### src/rtl/pawe_pkg.sv
// ----------------------------------------------------------------------------
// pawe_pkg
// Shared types and constants for the partition allocator with eviction.
// ----------------------------------------------------------------------------
package pawe_pkg;

    localparam int MAX_PART   = 32;
    localparam int IDX_W      = $clog2(MAX_PART);
    localparam int CNT_W      = IDX_W + 1;
    localparam int ADDR_W     = 17;
    localparam int LEN_W      = 17;
    localparam int NEED_W     = 18;
    localparam int STAMP_W    = 16;
    localparam int ID_W       = 32;
    localparam int OPC_W      = 8;
    localparam int EVC_W      = 6;
    localparam int PER_W      = 7;
    localparam int BASE_W     = 16;
    localparam int CFG_IDX_W  = 3;
    localparam int CFG_DATA_W = 17;

    localparam logic [1:0] ST_DONE     = 2'd0;
    localparam logic [1:0] ST_NOROOM   = 2'd1;
    localparam logic [1:0] ST_NOTFOUND = 2'd2;

    typedef enum logic [CFG_IDX_W-1:0] {
        REG_SCHEME, REG_FIT, REG_VICTIM, REG_MINP, REG_MEMSZ, REG_PERIOD, REG_BASE
    } cfg_reg_t;

    typedef enum logic [4:0] {
        OP_NOP, OP_LOAD, OP_TOUCH_STEP, OP_FIT_STEP, OP_SELECT, OP_SPLIT, OP_ALLOC,
        OP_SCAN_INIT, OP_VICT_STEP, OP_NOROOM, OP_FREE, OP_MERGE_R, OP_MERGE_L,
        OP_BUDDY, OP_COUNT, OP_COMP_INIT, OP_COMP_STEP, OP_COMP_END, OP_OUT_LOAD
    } dp_op_t;

    typedef enum logic [3:0] {
        S_IDLE, S_DISP, S_TOUCH, S_FIT, S_PLACE, S_SPLIT, S_ALLOC, S_VICT, S_FREE,
        S_MR, S_ML, S_MB, S_EVDONE, S_CCHK, S_COMP, S_FINISH
    } ctrl_state_t;

    typedef struct packed {
        dp_op_t op;
    } dp_cmd_t;

    typedef struct packed {
        logic             init_busy;
        logic             req_touch;
        logic             buddy;
        logic             scan_end;
        logic             hit;
        logic             pick_any;
        logic             split_ok;
        logic             vict_found;
        logic             buddy_ok;
        logic             comp_due;
        logic             out_free;
        logic [CNT_W-1:0] count;
    } dp_sts_t;

endpackage

### src/rtl/pawe_ctrl.sv
// ----------------------------------------------------------------------------
// pawe_ctrl
// Sequencer: walks the scan, split, evict, merge and compaction steps.
// ----------------------------------------------------------------------------
module pawe_ctrl (
    input  logic              clk,
    input  logic              rst_n,
    input  logic              in_valid,
    output logic              in_ready,
    input  pawe_pkg::dp_sts_t sts,
    output pawe_pkg::dp_cmd_t cmd
);
    import pawe_pkg::*;

    ctrl_state_t state_reg, state_next;

    always_ff @(posedge clk or negedge rst_n)
    begin
        if (!rst_n)
        begin
            state_reg <= S_IDLE;
        end
        else
        begin
            state_reg <= state_next;
        end
    end

    always_comb
    begin
        state_next = state_reg;
        cmd.op     = OP_NOP;
        in_ready   = 1'b0;
        unique case (state_reg)
            S_IDLE:
            begin
                in_ready = !sts.init_busy;
                if (in_valid && !sts.init_busy)
                begin
                    cmd.op     = OP_LOAD;
                    state_next = S_DISP;
                end
            end
            S_DISP:
            begin
                state_next = sts.req_touch ? S_TOUCH : S_FIT;
            end
            S_TOUCH:
            begin
                cmd.op = OP_TOUCH_STEP;
                if (sts.scan_end || sts.hit)
                begin
                    state_next = S_FINISH;
                end
            end
            S_FIT:
            begin
                if (sts.scan_end)
                begin
                    state_next = S_PLACE;
                end
                else
                begin
                    cmd.op = OP_FIT_STEP;
                end
            end
            S_PLACE:
            begin
                if (sts.pick_any)
                begin
                    cmd.op     = OP_SELECT;
                    state_next = S_SPLIT;
                end
                else
                begin
                    cmd.op     = OP_SCAN_INIT;
                    state_next = S_VICT;
                end
            end
            S_SPLIT:
            begin
                if (sts.split_ok)
                begin
                    cmd.op = OP_SPLIT;
                    // buddy blocks keep halving
                    if (!sts.buddy)
                    begin
                        state_next = S_ALLOC;
                    end
                end
                else
                begin
                    state_next = S_ALLOC;
                end
            end
            S_ALLOC:
            begin
                cmd.op     = OP_ALLOC;
                state_next = S_FINISH;
            end
            S_VICT:
            begin
                if (sts.scan_end)
                begin
                    if (sts.vict_found)
                    begin
                        state_next = S_FREE;
                    end
                    else
                    begin
                        cmd.op     = OP_NOROOM;
                        state_next = S_FINISH;
                    end
                end
                else
                begin
                    cmd.op = OP_VICT_STEP;
                end
            end
            S_FREE:
            begin
                cmd.op     = OP_FREE;
                state_next = sts.buddy ? S_MB : S_MR;
            end
            S_MR:
            begin
                cmd.op     = OP_MERGE_R;
                state_next = S_ML;
            end
            S_ML:
            begin
                cmd.op     = OP_MERGE_L;
                state_next = S_EVDONE;
            end
            S_MB:
            begin
                if (sts.buddy_ok)
                begin
                    cmd.op = OP_BUDDY;
                end
                else
                begin
                    state_next = S_EVDONE;
                end
            end
            S_EVDONE:
            begin
                cmd.op     = OP_COUNT;
                state_next = S_CCHK;
            end
            S_CCHK:
            begin
                if (sts.comp_due)
                begin
                    cmd.op     = OP_COMP_INIT;
                    state_next = S_COMP;
                end
                else
                begin
                    cmd.op     = OP_SCAN_INIT;
                    state_next = S_FIT;
                end
            end
            S_COMP:
            begin
                if (sts.scan_end)
                begin
                    cmd.op     = OP_COMP_END;
                    state_next = S_FIT;
                end
                else
                begin
                    cmd.op = OP_COMP_STEP;
                end
            end
            S_FINISH:
            begin
                if (sts.out_free)
                begin
                    cmd.op     = OP_OUT_LOAD;
                    state_next = S_IDLE;
                end
            end
            default:
            begin
                state_next = S_IDLE;
            end
        endcase
    end

endmodule

### config.mk
export PLATFORM = sky130hd
export DESIGN_NAME = pawe_ctrl
export DESIGN_NICKNAME = d
export VERILOG_FILES = /design/src/rtl/pawe_pkg.sv /design/src/rtl/pawe_ctrl.sv
export SDC_FILE = /design/constraint.sdc
export NUM_CORES = 1
export LEC_CHECK = 0
export BUFFER_PORTS_ARGS = -buffer_cell sky130_fd_sc_hd__buf_2
export CORE_AREA = 5 5 42 44
export CTS_CLUSTER_SIZE = 14
export DETAILED_ROUTE_END_ITERATION = 12
export DIE_AREA = 0 0 47 49
export PLACE_DENSITY = 0.72
export SETUP_SLACK_MARGIN = 0.3
export SYNTH_ARGS = -nofsm -noshare
export SYNTH_HDL_FRONTEND = slang
export SYNTH_SLANG_ARGS = --single-unit
### constraint.sdc
create_clock -name clk -period 2 [get_ports clk]
set_input_delay 0.4 -clock clk [delete_from_list [all_inputs] [get_ports clk]]
set_output_delay 0.4 -clock clk [all_outputs]
set_load 0.01 [all_outputs]
# [After elaboration in Yosys (flattened, before gate mapping)]
# Index checks and enable logic that the tools add are counted.
[word_totals] ff_bits=4 wordCells=56 out_inout_bits=6 in_bits=20
[classes] n_eq_ne=23 n_mux=27 n_reduce_logical=5
[op_table] operator="5-bit one-hot mux with 15 select lines" n=1
[op_table] operator="4-bit one-hot mux with 16 select lines" n=1
[op_table] operator="4-bit two-way mux" n=13
[op_table] operator="4-bit == test, second input constant" n=8
[op_table] operator="4-bit by 3-bit == test with 1-bit output, second input constant" n=4
[op_table] operator="2-bit inequality test, second input constant" n=7
[op_table] operator="5-bit two-way mux" n=2
[op_table] operator="4-bit by 2-bit == test with 1-bit output, second input constant" n=2
[op_table] operator="2-bit two-way mux" n=4
[op_table] operator="8-bit AND reduction" n=1
[op_table] operator="3-bit two-way mux" n=2
[op_table] operator="4-bit by 1-bit == test with 1-bit output, second input constant" n=1
[op_table] operator="4-bit zero test" n=1
[op_table] operator="1-bit two-way mux" n=4
[op_table] operator="3-bit inequality test, second input constant" n=1
[op_table] operator="1-bit logical AND" n=1
[op_table] operator="1-bit zero test" n=1
[op_table] operator="1-bit logical OR" n=1

# [Logic depth before layout (Yosys ltp)]
# Gate-level depths: netlist of run 1.
[logic_depth] word_depth=4 depth_mapped=6

# [Least setup slack after synthesis of run 1]
# OpenSTA, ideal clock, no wires.
[synth_path] kind="register to output" startpoint="register state_reg[3]" endpoint="output cmd[1] (netlist bit)" slack_ns=0.217 t_arrival_ns=1.383 path_stages_with_launch=5 t_required_ns=1.600 n_path_buf=2 path_cell_list="dfrtp_1 buf_4 clkbuf_1 a31oi_1 o311ai_0"
[synth_lines] element="start: declaration" line="pawe_ctrl.sv:15" source="ctrl_state_t state_reg, state_next;"
[synth_lines] element="start signal: assignment" line="pawe_ctrl.sv:25" source="state_reg <= state_next;"
[synth_lines] element="end: declaration" line="pawe_ctrl.sv:11" source="output pawe_pkg::dp_cmd_t cmd"

==> flow_summary_export.csv, run 1 <==
group,metric,value,unit
sta,fin_crit_sh,0.956,
sta,rsz0062_at_grt,"yes",
critical_path,setup.worst_path.start,"state_reg[2]",
sta,fin_crit,1.91,ns
yosys,synth_area_leader_cell,"dfrtp_1",
yosys,synth_area_leaders,"dfrtp_1 (18%), o21ai_0 (7.0%), nor2b_1 (5.5%)",
power_and_ir_drop,leakage,0.000477,uW
power_and_ir_drop,peakVddDrop,1.20,mV
power_and_ir_drop,powerDensity,1890,nW/um2
layout,final_nets,144,
die,start_util,0.408,
placement,portBuffers,19,
cts,clkTransAtPathRegs,0.04,ns
detailed_routing,drtIter0Drc,46,
sta,slew_violations,0,
critical_path,crit_type,"register to output pin",
cts,cts_buffers,3,
layout,largest_reg_flops,4,
die,rows,14,
sta,finClkSkew,0.00375,ns
detailed_routing,wirelength,3040,um
critical_path,worst-r2r-setup-slack,0.09,ns
detailed_routing,drt-pass1-iter-count,4,
critical_path,cp_num_buf_inv,2,
placement,hpwl,1370,um
global_route,grt-ovfl-total,0,
layout,diodes,0,
critical_path,start_kind,"register",
power_and_ir_drop,power.total,2090,uW
sta,hold_violations,0,
yosys,synth_most_common_cell,"o21ai_0",
global_route,grt_pass1_vias,865,
yosys,ys_ff_latch,4,
sta,finalSetupTns,0,ns
yosys,ys.flop_type,"dfrtp_1",
yosys,yosysUniqueCellTypes,35,
yosys,syn_area,572,um2
die,die_area,2300,um2
yosys,syn_avg_cell_area,7.52,um2
layout,areaGrowthSynthToFinish,93.0,%
critical_path,crit_path_max_fanout,7,
die,die_h,49,um
yosys,synthCells,76,
yosys,synth_edf_count,0,
critical_path,r2r_cells,5,
critical_path,cp.depth,6,
sta,relSlewSlack,0.700,
detailed_routing,drcViolationCount,0,
global_route,grt_pass1_wl,3880,um
yosys,synthesis.nets,96,
critical_path,cp-endpoint,"cmd[2]",
cts,cts_tree,"yes",
layout,layout-drive-gt1-share,0.705,
critical_path,slowest_stage,"dfrtp_2",
detailed_routing,vias_per_cell,6.82,
sta,max_freq,0.523,GHz
critical_path,r2r-end,"state_reg[3]",
global_route,grt_start_max_net_pins,9,
cts,clk_latency,0.24,ns
placement,gp_congestion,0.856,
critical_path,slowest_delay,0.46,ns
sta,setup_viol,0,
cts,clkSinkCount,4,
cts,cts_buffer_depth,2,
status,outcome,"finished, final reports clean",
global_route,antenna_found_initial,0,
die,die_w,47,um
die,ios,26,
job,drv_cap,0,
global_route,grtUsageTotal,0.230,
yosys,synthArstFlopShare,1.00,
yosys,synth_top_area_share,0.175,
die,core_area,1400,um2
yosys,synth_seq_area_share,0.175,
yosys,ys_warn_count,0,
critical_path,worst_ep_arrival_time,1.51,ns
detailed_routing,wl_per_cell,22.0,um
critical_path,crit_family,"flip-flops",
sta,worst_pin_slew,0.447,ns
hold_path,worstHoldPathType,"input pin to asynchronous set/reset pin",
cts,htreeDepth,1,
detailed_routing,vias,941,
yosys,ys_top_cells_by_count,"o21ai_0 (8), nor2_1 (6), nor2b_1 (5), nor3_1 (5)",
cts,root_buffer,"clkbuf_4",
critical_path,cp-end-kind,"output pin",
critical_path,reg2reg_from,"state_reg[3]",
critical_path,crit_chain,"buf_6 -> nor2b_4 -> and3_1 -> o21ai_1 -> o221ai_1 -> buf_2",
critical_path,crit_required,1.60,ns
detailed_routing,antenna_left,0,
## power breakdown
group / leakage (uW) / internal [uW] / switching (uW) / total [uW]
sequential: 0.0000421 / 136 / 115 / 251
clock: 0.0000138 / 67.4 / 37.4 / 105
combinational: 0.000421 / 856 / 875 / 1730
total: 0.000477 / 1060 / 1030 / 2090
## how the worst min path moves through the flow
stage / startpoint / endpoint / slack, ns / cells past startpoint
global placement: rst_n / state_reg[3] / 0.20 / 1
global route: rst_n / state_reg[1] / 0.53 / 2
floorplan: rst_n / state_reg[0] / 0.10 / 0
detailed placement: rst_n / state_reg[3] / 0.21 / 1
CTS: rst_n / state_reg[0] / 0.49 / 2
finish: rst_n / state_reg[3] / 0.51 / 2
## what timing repair did
| action | in CTS | in global routing |
|---|---|---|
| setup endpoints to repair | 10 | 10 |
| gates resized for setup | 33 | 18 |
| pin swaps | 10 | 10 |
| endpoints found under the hold margin | 4 | 0 |
| hold buffers | 1 | 0 |
| setup buffers | 15 | 4 |
## placed cells by master (no fill, tap or decap), types with 3 or more instances in the layout
| master | n |
|---|---|
| a21oi_1 | 4 |
| buf_2 | 19 |
| buf_4 | 20 |
| buf_6 | 10 |
| clkbuf_4 | 3 |
| dfrtp_2 | 4 |
| nor2_1 | 5 |
| nor3_2 | 3 |
| o21ai_0 | 3 |
| o21ai_1 | 3 |
## logic make-up after synthesis
logic type | count (synthesis) | share of synthesized area
AOI/OAI and AO/OA | 30 | 0.414
and+or+nand+nor | 32 | 0.330
DFF | 4 | 0.175
buffers and inverters | 10 | 0.0809
## through the flow
step                hold WS, ns  std cells  setup WS [ns]  area, um2   util
floorplan                 0.104         76          0.279        578      -
CTS                       0.491        134          0.153        988  0.705
global route              0.533        138         0.0218       1100  0.788
finish                    0.508        138         0.0879       1100  0.788
global placement          0.202        115         0.0984        734  0.524
detailed placement        0.209        115         0.0628        734  0.524
## final cells by class
class                           count  area [um2]
Sequential cell                     4         105
Clock buffer                        3        22.5
Tap cell                           16        20.0
Multi-Input combinational cell     62         574
Timing Repair Buffer               50         368
Fill cell                          83         298
Inverter                            3        13.8
## routing by layer
metal	GRT usage	vias to the layer above	share of wire
met2	0.355	74	0.49
met1	0.281	450	0.37
met4	0.157	0	0.073
li1	-	394	-
met5	0	-	0
met3	0.0295	23	0.071
Note: power is estimated with default switching activity, not from simulation.
==> run 2: changes to the inputs <==
==> constraint.sdc (replaced) <==
create_clock -name clk -period 2 [get_ports clk]
set_input_delay 0.2 -clock clk [delete_from_list [all_inputs] [get_ports clk]]
set_output_delay 0.2 -clock clk [all_outputs]
set_load 0.01 [all_outputs]
==> run 2 against run 1 <==
Net effect:
- sequential share of layout area is 0.23 points lower
- routed wire length is 6.4% higher
- cell area is 2.5% higher
- fmax is 3.2% higher
- die area stayed put
- non-clock buffer count is 3 higher
- worst hold slack worse by 0.19 ns
- setup slack better by 0.059 ns
==> flow_summary_export.csv, run 2 (same netlist as run 1, synthesis figures left out) <==
group,metric,value,unit
die,die_w,47,um
cts,htreeDepth,1,
sta,setup_viol,0,
die,start_util,0.408,
critical_path,cp.depth,7,
layout,postLayoutCoreUtil,0.807,
layout,diodes,0,
cts,root_buffer,"clkbuf_4",
sta,finClkSkew,0.00624,ns
critical_path,setup.worst_path.start,"state_reg[3]",
power_and_ir_drop,power.total,2160,uW
critical_path,crit_family,"buffers and inverters",
cts,cts_tree,"yes",
critical_path,crit_path_max_fanout,5,
placement,portBuffers,19,
cts,clkSinkCount,4,
layout,layout_common_cells,"buf_2 (19), buf_4 (19), buf_6 (14)",
die,core_area,1400,um2
global_route,gr-usage-met1,0.285,
global_route,grt.met2_usage,0.373,
status,outcome,"finished, final reports clean",
sta,fin_crit,1.85,ns
layout,instances_no_fill,141,
critical_path,start_kind,"register",
detailed_routing,wirelength,3230,um
layout,regArea,105,um2
detailed_routing,drt-pass1-iter-count,4,
detailed_routing,drtIter0Drc,67,
critical_path,cp-endpoint,"cmd[2]",
critical_path,slowest_stage,"dfrtp_2",
critical_path,r2r_cells,6,
layout,nFillCells,76,
cts,cts_buffer_depth,2,
global_route,grtUsageTotal,0.231,
detailed_routing,drcViolationCount,0,
sta,max_freq,0.540,GHz
job,drv_cap,0,
critical_path,crit_top_cell,"buf_6",
sta,slew_violations,0,
critical_path,cp_num_buf_inv,4,
placement,placedCellCount,114,
layout,largest_reg_flops,4,
sta,fin_crit_sh,0.926,
critical_path,crit_type,"register to output pin",
power_and_ir_drop,powerDensity,1910,nW/um2
layout,final_nets,147,
critical_path,r2r-end,"state_reg[3]",
global_route,grt_start_max_net_pins,8,
critical_path,crit_required,1.80,ns
critical_path,cp-end-kind,"output pin",
die,rows,14,
critical_path,slowest_delay,0.46,ns
die,die_h,49,um
die,die_area,2300,um2
layout,areaGrowthSynthToFinish,97.8,%
global_route,met3_usage,0.0369,
critical_path,worst_ep_arrival_time,1.65,ns
sta,rsz0062_at_grt,"yes",
detailed_routing,wl_per_cell,22.9,um
cts,clk_latency,0.25,ns
power_and_ir_drop,peakVddDrop,1.09,mV
power_and_ir_drop,leakage,0.000507,uW
detailed_routing,antenna_left,0,
layout,multi_input_area,567,um2
sta,finalSetupTns,0,ns
layout,layout-drive-gt1-share,0.680,
hold_path,worstHoldPathType,"input pin to asynchronous set/reset pin",
global_route,grt-ovfl-total,0,
sta,hold_violations,0,
critical_path,worst-r2r-setup-slack,0.17,ns
die,ios,26,
global_route,antenna_found_initial,0,
sta,relSlewSlack,0.734,
critical_path,reg2reg_from,"state_reg[3]",
cts,clkTransAtPathRegs,0.05,ns
critical_path,crit_chain,"buf_6 -> buf_6 -> buf_6 -> nor2b_4 -> a21oi_1 -> o221ai_1 -> buf_2",
placement,hpwl,1350,um
global_route,grt_pass1_wl,3910,um
placement,gp_congestion,0.829,
sta,fin_hold_ws,0.316,ns
global_route,grt_pass1_vias,830,
detailed_routing,vias,968,
cts,cts_buffers,3,
detailed_routing,vias_per_cell,6.87,
global_route,busiest_layer,"met2",
sta,worst_pin_slew,0.400,ns
## run 2: changes by cell type in the layout (fill, tap and decap cells not counted), moves of 2 or more
cell,previous run,this run
buf_6,10,14
nor2b_2,1,3
nor3_2,3,1
nor2b_1,2,0
inv_1,0,3
nor4_1,0,2
inv_2,2,0
## run 2: area by class of cell
| type | count | share of cell area |
|---|---|---|
| Multi-Input combinational cell | 62 | 0.501 |
| Timing Repair Buffer | 53 | 0.358 |
| Sequential cell | 4 | 0.0929 |
| Clock buffer | 3 | 0.0199 |
| Tap cell | 16 | 0.0177 |
| Inverter | 3 | 0.00996 |
## run 2: worst min path at each step
stage / cells past startpoint / from / endpoint / slack [ns]
floorplan: 0 / rst_n / state_reg[0] / -0.1
finish: 2 / rst_n / state_reg[0] / 0.32
detailed placement: 1 / rst_n / state_reg[1] / 0.009
global placement: 1 / rst_n / state_reg[2] / 0.002
global route: 2 / rst_n / state_reg[0] / 0.33
CTS: 2 / rst_n / state_reg[0] / 0.30
## run 2: metrics by stage
stage	cell area, um2	setup WS, ns
after floorplan	578	0.279
after global placement	727	0.0844
after detailed placement	727	0.0460
after CTS	967	0.218
after global routing	1130	0.0930
final	1130	0.147
## run 2: metal layers
metal  share of wire  wire length [um]
met5               0                 0
met3            0.11               345
met2            0.48              1540
met4           0.067               218
met1            0.35              1130
## run 2: timing repair
action / 4_1_cts / 5_1_grt
pin swaps: 8 / 8
hold buffers: 1 / 0
buffers inserted: 15 / 8
resized for setup: 27 / 25
hold endpoints to repair: 4 / 0
setup endpoints to repair: 7 / 9
## run 2: where the power goes
group	internal, uW	leakage (uW)	switching (uW)	total, uW
sequential	136	0.0000421	103	239
clock	67.8	0.0000138	42.3	110
combinational	911	0.000451	904	1810
==> run 3: changes to the inputs <==
--- a/config.mk
+++ b/config.mk
@@ -11,6 +11,7 @@
 export DETAILED_ROUTE_END_ITERATION = 12
 export DIE_AREA = 0 0 47 49
 export PLACE_DENSITY = 0.72
+export RECOVER_POWER = 100
 export SETUP_SLACK_MARGIN = 0.3
 export SYNTH_ARGS = -nofsm -noshare
 export SYNTH_HDL_FRONTEND = slang
==> run 3 against run 2 <==
Net effect:
- worst hold slack better by 0.033 ns
- first-iteration DRC count shrank 13%
- combinational power is essentially flat
- clock power barely moved
- via count is 0.93% higher
- sequential power down 3%
- sequential cell count unchanged
- register-to-register slack lost 0.02 ns
- final cell count is the same
- largest cell class unchanged
==> flow_summary_export.csv, run 3 (same netlist as run 1, synthesis figures left out) <==
group,metric,value,unit
status,outcome,"finished, final reports clean",
power_and_ir_drop,p_comb_frac,0.839,
global_route,grt_pass1_wl,3910,um
sta,relSlewSlack,0.719,
layout,postLayoutCoreUtil,0.788,
layout,layout_common_cells,"buf_4 (19), buf_2 (17), buf_6 (14)",
die,ios,26,
layout,largest_reg_flops,4,
sta,fin_crit,1.85,ns
sta,hold_violations,0,
detailed_routing,wl_per_cell,22.8,um
die,rows,14,
critical_path,crit_type,"register to output pin",
die,die_area,2300,um2
detailed_routing,antenna_left,0,
sta,finClkSkew,0.00687,ns
critical_path,crit_required,1.80,ns
layout,diodes,0,
cts,cts_buffers,3,
die,die_w,47,um
sta,finalSetupTns,0,ns
critical_path,crit_path_max_fanout,5,
global_route,grt_start_max_net_pins,8,
layout,areaGrowthSynthToFinish,93.2,%
sta,fin_crit_sh,0.927,
die,core_area,1400,um2
sta,worst_pin_slew,0.420,ns
power_and_ir_drop,powerDensity,1920,nW/um2
sta,setup_viol,0,
power_and_ir_drop,pwr-share-clk,0.052,
layout,final_nets,147,
placement,hpwl,1350,um
layout,layout_commonest_cell,"buf_4",
critical_path,worst_ep_arrival_time,1.65,ns
power_and_ir_drop,peakVddDrop,1.07,mV
sta,max_freq,0.539,GHz
global_route,grt_pass1_vias,830,
sta,slew_violations,0,
die,die_h,49,um
critical_path,cp-end-kind,"output pin",
detailed_routing,drt-pass1-iter-count,4,
layout,layout-drive-gt1-share,0.632,
cts,cts_buffer_depth,2,
placement,gp_congestion,0.829,
critical_path,start_kind,"register",
placement,portBuffers,19,
die,start_util,0.408,
detailed_routing,wirelength,3210,um
detailed_routing,drcViolationCount,0,
global_route,antenna_found_initial,0,
power_and_ir_drop,p_sw,1030,uW
cts,clkSinkCount,4,
sta,rsz0062_at_grt,"yes",
layout,instances_no_fill,141,
power_and_ir_drop,p_sw_frac,0.484,
power_and_ir_drop,power.total,2120,uW
cts,htreeDepth,1,
hold_path,worstHoldPathType,"input pin to asynchronous set/reset pin",
cts,cts_tree,"yes",
power_and_ir_drop,power.internal,1090,uW
detailed_routing,vias_per_cell,6.93,
job,drv_cap,0,
power_and_ir_drop,leakage,0.000500,uW
detailed_routing,vias,977,
detailed_routing,drtIter0Drc,58,
global_route,grtUsageTotal,0.231,
placement,placedCellCount,114,
cts,clkTransAtPathRegs,0.04,ns
cts,clk_latency,0.25,ns
global_route,grt-ovfl-total,0,
power_and_ir_drop,sequentialPowerShare,0.110,
cts,root_buffer,"clkbuf_4",
## run 3: changes by cell type in the layout (fill, tap and decap cells not counted)
cell       before  now
nor2b_1         0    2
dfrtp_2         4    3
buf_2          19   17
clkbuf_1        0    2
or3_4           2    1
a2111oi_2       0    1
or3_1           1    2
dfrtp_1         0    1
a2111oi_4       1    0
nor2b_2         3    1
## run 3: area by class of cell
class | instances | area (um2)
Fill cell | 82 | 297
Multi-Input combinational cell | 62 | 544
Sequential cell | 4 | 104
Inverter | 3 | 11.3
Timing Repair Buffer | 53 | 403
Tap cell | 16 | 20.0
Clock buffer | 3 | 22.5
## run 3: power groups by stage
stage	combinational, uW	clock [uW]	sequential [uW]
floorplan	714	0	162
global placement	947	0	236
detailed placement	955	0	235
CTS	1360	107	223
global route	1860	122	240
finish	1780	109	233
## run 3: layer usage
layer  GRT usage  share of wire  vias up
met2       0.373           0.47       82
met3      0.0369          0.087       34
met5           0              0        -
li1            -              -      398
met1       0.285           0.36      463
met4       0.106          0.082        0
## run 3: path summary, 6_finish.rpt
| check | start | endpoint | slack (ns) | cells past startpoint |
|---|---|---|---|---|
| min in group clk | sts[14] | state_reg[1] | 0.42 | 3 |
| max reg2reg | state_reg[3] | state_reg[2] | 0.15 | 6 |
| max in group asynchronous | rst_n | state_reg[2] | 1.43 | 2 |
| max | state_reg[3] | cmd[2] | 0.15 | 7 |
| min reg2reg | state_reg[2] | state_reg[2] | 0.72 | 2 |
| min | rst_n | state_reg[0] | 0.35 | 2 |
## run 3: worst max-delay path, stage by stage, from the launching register on
cell and delay, ns:
dfrtp_2 0.46, buf_6 0.16, buf_6 0.12, buf_6 0.12, nor2b_4 0.10, a21oi_1 0.05
o221ai_1 0.21, buf_2 0.20
## run 3: what timing repair did
action	CTS	global route
setup buffers	15	8
gates cloned	0	0
hold endpoints to repair	4	0
gates resized for setup	27	25
setup endpoints to repair	7	9
pin swaps	8	8
hold buffers	1	0
## run 3: per-stage QoR
step                      worst slack [ns]  cell area (um2)  hold slack, ns
after detailed placement            0.0460              727         0.00852
after global placement              0.0844              727         0.00244
after CTS                            0.218              967           0.295
final                                0.145             1100           0.349
after global routing                0.0398             1100           0.370
after floorplan                      0.279              578         -0.0956
